**src/sv/lrast_alu.sv**
```systemverilog
// Shared node arithmetic unit: y = a + b + (c << k), wrapping at the data width.
// Stand-alone; the top level's sequencer feeds it for the node sum updates.
module lrast_alu #(
    parameter int DW = 32,
    parameter int KW = 4
) (
    input  logic [DW-1:0] i_a,
    input  logic [DW-1:0] i_b,
    input  logic [DW-1:0] i_c,
    input  logic [KW-1:0] i_k,
    output logic [DW-1:0] o_y
);
    assign o_y = i_a + i_b + (i_c << i_k);
endmodule

```
**config.mk**
```make
export PLATFORM = sky130hd
export DESIGN_NAME = lrast_alu
export DESIGN_NICKNAME = d
export VERILOG_FILES = /design/src/sv/lrast_alu.sv
export SDC_FILE = /design/constraint.sdc
export NUM_CORES = 1
export LEC_CHECK = 0
export BUFFER_PORTS_ARGS = -buffer_cell sky130_fd_sc_hd__buf_2
export CAP_MARGIN = 20
export CORE_MARGIN = 4
export CORE_UTILIZATION = 39
export DETAILED_ROUTE_END_ITERATION = 10
export PLACE_DENSITY = 0.65
export SYNTH_ARGS = -nofsm -noshare
export SYNTH_HDL_FRONTEND = slang
export SYNTH_SLANG_ARGS = --single-unit
export TNS_END_PERCENT = 20
```
**constraint.sdc**
```tcl
create_clock -name vclk -period 9.9
set_clock_uncertainty 0.1 [all_clocks]
set_input_delay 0.99 -clock vclk [all_inputs]
set_output_delay 0.99 -clock vclk [all_outputs]
set_load 0.03 [all_outputs]
```
; ---- Word level (Yosys, flattened, before mapping)
; Index checks and enable logic that the tools add are counted.
[word_totals]
in_bits = 100
register_bits = 0
wordCells = 3
[op_classes]
n_shift = 1
add_sub_neg = 2
[ops]
columns = op, n
row1 = adder 32 bit, 2
row2 = left shift 32 x 4 -> 32 bit, 1

; ---- Longest topological paths before layout
; Gate-level depths: netlist of the first run.
[logic_depth]
ltp_word = 2
depth_mapped = 19
depth_no_buf = 16

; ---- Least setup slack after synthesis of the first run
; Ideal clock, no wire load.
[synth_path]
path_kind = input to output
from = input port i_k[1]
to = output port o_y[28]
required_ns = 8.810
arrival_time_ns = 4.630
setup_slack_ns = 4.180
cell_stages = 19
path_buffers = 3
cell_sequence = buf_2 > inv_2 > buf_1 > a211oi_1 > a21oi_1 > nand2_1 > o21ai_0 > nor2_1 > a21oi_1 > fa_1 > ha_1 > clkbuf_1 > a21oi_1 > o21ai_1 > a211oi_1 > a21oi_1 > nand3_1 > nor2_1 > a211oi_1
[synth_via]
elab_chain_len = 2
[synth_lines]
columns = item, line
row1 = start: declaration, 10  ; input logic [KW-1:0] i_k,
row2 = left shift 32 x 4 -> 32 bit, 13  ; assign o_y = i_a + i_b + (i_c << i_k);
row3 = adder 32 bit, 13
row4 = end: declaration, 11  ; output logic [DW-1:0] o_y
; Every way passes these cells.

; ---- Final worst setup path of the first run
[layout_path]
from = input port i_k[0]
to = output port o_y[16]
; Same word-level chain as after synthesis.

==> impl_results.md, run 1 <==
* Status: finished clean
* Area Growth Syn to Fin at 18.9%
* Largest area contributor in the netlist: fa_1
* Rows at 34
* CP arrival at 5.50 ns
* Post-route DRC at 0
* Final std cells w/o fill at 667
* Post_cts resized at 0
* Fin crit period at 6.59 ns
* Worst-Margin Slew at 0.909 ns
* Critical Path Start Type: input port
* GP Congestion at 0.877
* Wire length on met3 at 697 µm
* Ports at 132
* Initial Utilization at 0.407
* Die ar. at 10800 µm²
* Max VDD drop at 0.000138 V
* Met2 wire length at 5290 µm
* Endpoints failing setup at 0
* Setup TNS at 0 ns
* Fillers at 907
* Seq pwr share at 0
* Crit Path Max Fanout at 38
* Final period util at 0.665
* Max Freq at 152 MHz
* Initial DRC count at 177
* Die H at 104 µm
* Sequential cell area at 0 µm²
* Diodes inserted at 0
* Initial antenna violation count at 0
* Vias at 3714
* Combinational share of power at 1.000
* Hpwl dp at 9450 µm
* Crit Path Category: in2out
* Sequential area share after synthesis at 0
* First-pass GRT wire length at 17600 µm
* Endpoints failing hold at 0
* Synthesized instance count at 452
* Port bufs at 132
* Final nets at 723
* GRT Overall Usage at 0.190
* GR Overflow Total at 0
* Met1 Routed Length at 4600 µm
* Final antenna-violating net count at 0
* Post-CTS setup buffers at 0
* DR top layer: met4
* Synth cell types at 53
* PD cells at 175 nW/µm²
* Slew margin rel. at 0.394
* Pins Over Slew Limit at 0
* Int Power at 265 µW
* Crit path required time at 8.81 ns
* Min-Delay Path Class: in2out
* RSZ-0062 raised after global routing: false
* Die span in x at 104 µm
* Mean Syn Cell Area at 7.96 µm²
* Post-Syn Nets at 614
* Max-Cap Viols at 0
* Clock Power Share at 0
* Leakage power at 2.07 nW
* Worst setup EP type: output port
* Crit-path cells: buf_2 > mux2_2 > o21ai_0 > nor2_1 > a21oi_1 > nor2_1 > fa_1 > ha_1 > and3_2 > and2_1 > a21boi_0 > o21ai_0 > a21oi_1 > a211oi_1 > xnor2_1 > buf_2
* Vias in the first global route at 3671
* Largest net degree at the start of global routing at 45
* Worst path slowest cell: buf_2
* Switch Pwr at 482 µW
* Wirelength, routed at 10600 µm
* Critical Path Max Stage Delay at 0.68 ns
* Placed insts at 667
* Mapped cell area at 3600 µm²
* Hold Buf Count CTS at 0
* DR vias/cell at 5.57
* Yosys warns at 0
* Clock buffers at 0
* Top cell type's share of synthesized area at 0.178
* Core Footprint at 8850 µm²
* Seq_cells at 0
* WHS Path Cells at 5
* Share of cells above drive strength 1 at 0.301
* Largest cells by area after synthesis: fa_1 18%, mux2i_1 11%, ha_1 10%
* Routed wire per std cell at 16.0 µm
* Sw Share at 0.645
* Pre-antenna DRT Iters at 5
==> cell families (layout without fill, tap and decap cells) <==
logic type	count (synthesis)	after routing	synth area share
simple gates	132	132	0.161
xor+xnor	29	29	0.0706
buf+inv	48	155	0.0563
fa+ha+maj	62	62	0.282
compound gates	121	121	0.219
mux	60	60	0.211
==> worst max-delay path, delay by kind of cell <==
kind,cells,cell delay (ns)
AOI/OAI and AO/OA,6,1.55
xor gates and xnor gates,1,0.22
adders and majority gates,2,0.84
buffers and inverters,2,0.93
muxes,1,0.42
and+or+nand+nor,4,0.51
==> metrics by stage <==
stage / utilization / setup WS (ns) / power (mW) / hold WS, ns / cell area (µm²)
3_5_place_dp: 0.484 / 3.36 / 0.746 / 2.41 / 4280
5_1_grt: 0.484 / 2.93 / 0.813 / 2.45 / 4280
2_1_floorplan: - / 4.18 / 0.555 / 2.21 / 3600
6_report: 0.484 / 3.31 / 0.747 / 2.40 / 4280
4_1_cts: 0.484 / 3.34 / 0.749 / 2.40 / 4280
3_3_place_gp: 0.484 / 3.38 / 0.741 / 2.38 / 4280
==> cells in the mapped netlist (2+ instances only) <==
cell type   n
inv_1      22
o22ai_1     3
fa_1       32
mux2_2      7
ha_1       30
buf_4       3
a211oi_2    2
buf_2       3
a211oi_1    9
and2_1      3
nand3_1     9
nor2_1     50
a21oi_1    47
mux2i_1    41
xnor2_1    20
o21ai_0    22
a21o_1      6
a31oi_1     6
o41ai_2     2
o21bai_1    2
and3_2      2
nor2b_1     6
buf_1       6
nor3_1      9
nand2_1    43
nand4_1     3
o211ai_1    2
o21a_1      4
xor2_1      9
nand2b_1    2
mux4_2     12
clkbuf_1   12
a31o_2      2
a21boi_0    2
==> cell type report <==
cell class / instances / area [µm²] / share of cell area
inverter: 23 / 86.3 / 0.0202
multi-input combinational: 404 / 3400 / 0.794
tap: 108 / 135 / 0.0316
timing repair buffer: 132 / 661 / 0.154
==> cell usage in the layout (no fill, tap or decap), types with 12 or more instances in the layout <==
master and n:
nor2_1 50, ha_1 30, mux2i_1 41, nand2_1 43, o21ai_0 22, fa_1 32
buf_2 132, xnor2_1 20, inv_1 22, a21oi_1 47, mux4_2 12
==> power by group through the flow <==
| stage | clock [mW] | sequential (mW) | combinational, mW |
|---|---|---|---|
| 2_1_floorplan | 0 | 0 | 0.555 |
| 3_3_place_gp | 0 | 0 | 0.741 |
| 3_5_place_dp | 0 | 0 | 0.746 |
| 4_1_cts | 0 | 0 | 0.749 |
| 5_1_grt | 0 | 0 | 0.813 |
| 6_report | 0 | 0 | 0.747 |
==> path summary, 6_finish.rpt <==
check | start | to | slack, ns
worst max-delay path | i_k[0] | o_y[16] | 3.31
worst min-delay path | i_b[0] | o_y[0] | 2.40
==> metal layers <==
layer | up-vias | track usage
li1 | 1849 | -
met3 | 4 | 0.0248
met4 | 0 | 0.0123
met2 | 136 | 0.349
met1 | 1725 | 0.247
met5 | - | 0
Power figures use the tool's default switching activity.
==> run 2, diff against run 1 <==
- clock period: 9.9 -> 6.85 ns (I/O delays scaled with it)
==> impl_results.md, run 2 (synthesized netlist as in run 1, its figures left out) <==
* Slew margin rel. at 0.481 (was 0.394)
* Sequential cell area at 0 µm² (unchanged)
* Critical path's top delay family: buffers and inverters (was compound AO/OA/AOI/OAI gates)
* First-pass GRT wire length at 18100 µm (was 17600 µm)
* Pre-antenna DRT Iters at 5 (unchanged)
* Setup TNS at 0 ns (unchanged)
* PD cells at 251 nW/µm² (was 175 nW/µm²)
* Post_cts resized at 0 (unchanged)
* Worst setup EP type: output port (unchanged)
* Post-route DRC at 0 (unchanged)
* Critical Path Start: i_k[0] (unchanged)
* Final nets at 724 (was 723)
* Core Footprint at 8850 µm² (unchanged)
* Initial DRC count at 203 (was 177)
* CP arrival at 4.99 ns (was 5.50 ns)
* Seq_cells at 0 (unchanged)
* CP dominant cell by count: buf_2
* Wirelength, routed at 10800 µm (was 10600 µm)
* Worst path slowest cell: mux4_2 (was buf_2)
* Initial Utilization at 0.407 (unchanged)
* Largest net degree at the start of global routing at 45 (unchanged)
* Most common cell after layout, fill and taps aside: buf_2 (unchanged)
* Final period util at 0.843
* Area Growth Syn to Fin at 19.1% (was 18.9%)
* Worst min-delay path startpoint: i_b[0] (unchanged)
* Die H at 104 µm (unchanged)
* Crit path required time at 6.06 ns (was 8.81 ns)
* Vias in the first global route at 3805 (was 3671)
* Placed cell areas at 4290 µm² (was 4280 µm²)
* Rows at 34 (unchanged)
* Critical Path Start Type: input port (unchanged)
* Final antenna-violating net count at 0 (unchanged)
* Status: finished clean (unchanged)
* Vias at 3713 (was 3714)
* Diodes inserted at 0 (unchanged)
* Endpoints failing setup at 0 (unchanged)
* Worst path buffer plus inverter count at 3 (was 2)
* GRT Overall Usage at 0.193 (was 0.190)
* Critical Path Max Stage Delay at 0.51 ns (was 0.68 ns)
* Max VDD drop at 0.000210 V (was 0.000138 V)
* Min-Delay Path Class: in2out (unchanged)
* Crit Path Category: in2out (unchanged)
* GP Congestion at 0.887 (was 0.877)
* Fin crit period at 5.77 ns
* Hold Buf Count CTS at 0 (unchanged)
* GR Overflow Total at 0 (unchanged)
* Initial antenna violation count at 0 (unchanged)
* Max-Cap Viols at 0 (unchanged)
* Max Freq at 173 MHz
* RSZ-0062 raised after global routing: false (unchanged)
* Hpwl dp at 9600 µm (was 9450 µm)
* Worst-Margin Slew at 0.778 ns (was 0.909 ns)
* Die ar. at 10800 µm² (unchanged)
* Worst setup path endpoint: o_y[31] (was o_y[16])
* Share of cells above drive strength 1 at 0.302 (was 0.301)
* Port bufs at 132 (unchanged)
* Crit path depth at 14 (was 16)
* Die span in x at 104 µm (unchanged)
* Post-CTS setup buffers at 0 (unchanged)
* Ports at 132 (unchanged)
* Crit Path Max Fanout at 21 (was 38)
* DR vias/cell at 5.56 (was 5.57)
* Clock buffers at 0 (unchanged)
* Pins Over Slew Limit at 0 (unchanged)
* Most frequent cells in the layout: 132 x buf_2, 50 x nor2_1, 47 x a21oi_1 (unchanged)
* Design Area, Final at 4290 µm² (was 4280 µm²)
* Routed wire per std cell at 16.1 µm (was 16.0 µm)
* Crit-path cells: buf_2 > buf_4 > mux2_2 > mux4_2 > nor2_1 > a21oi_1 > fa_1 > ha_1 > and4_1 > nand3_1 > o41ai_2 > o221ai_1 > xnor2_1 > buf_2 (was buf_2 > mux2_2 > o21ai_0 > nor2_1 > a21oi_1 > nor2_1 > fa_1 > ha_1 > and3_2 > and2_1 > a21boi_0 > o21ai_0 > a21oi_1 > a211oi_1 > xnor2_1 > buf_2)
* Leakage power at 2.07 nW (about the same)
* Endpoints failing hold at 0 (unchanged)
-- run 2: cell types whose count changed in the layout (fill, tap and decap cells not counted), sizes merged --
cell and delta:
buf +1
-- run 2: how the worst min path moves through the flow --
stage	slack, ns	to	cells past startpoint
after floorplan	1.60	o_y[0]	3
after global placement	1.78	o_y[0]	5
after detailed placement	1.80	o_y[0]	5
after CTS	1.80	o_y[0]	5
after global routing	1.84	o_y[0]	5
final	1.79	o_y[0]	5
-- run 2: metal layers --
layer / GRT usage / vias to the layer above / routed length (µm)
met5: 0 / - / 0
met4: 0.0266 / 0 / 153
met3: 0.0180 / 10 / 523
met2: 0.359 / 122 / 5430
met1: 0.248 / 1729 / 4680
li1: - / 1852 / -
-- run 2: area by class of cell --
cell class / instances / area (µm²)
Timing Repair Buffer: 133 / 668
Tap cell: 108 / 135
Multi-Input combinational cell: 404 / 3400
Fill cell: 922 / 4560
Inverter: 23 / 86.3
-- run 2: through the flow --
stage          cells  worst slack [ns]  hold slack [ns]  utilization  total power, mW
2_1_floorplan    452              1.74             1.60            -            0.803
3_3_place_gp     668              1.16             1.78        0.484             1.07
3_5_place_dp     668              1.12             1.80        0.484             1.08
4_1_cts          668              1.08             1.80        0.484             1.08
5_1_grt          668             0.758             1.84        0.484             1.17
6_report         668              1.08             1.79        0.484             1.08
-- run 2: worst min-delay path, stage by stage --
cell and delay, ns:
buf_2 0.10, inv_1 0.07, fa_1 0.16, inv_1 0.03, buf_2 0.16
-- run 2: report_power, final --
part           total, mW  internal (mW)  switching (mW)
logic               1.08          0.383           0.692
registers              0              0               0
clock network          0              0               0
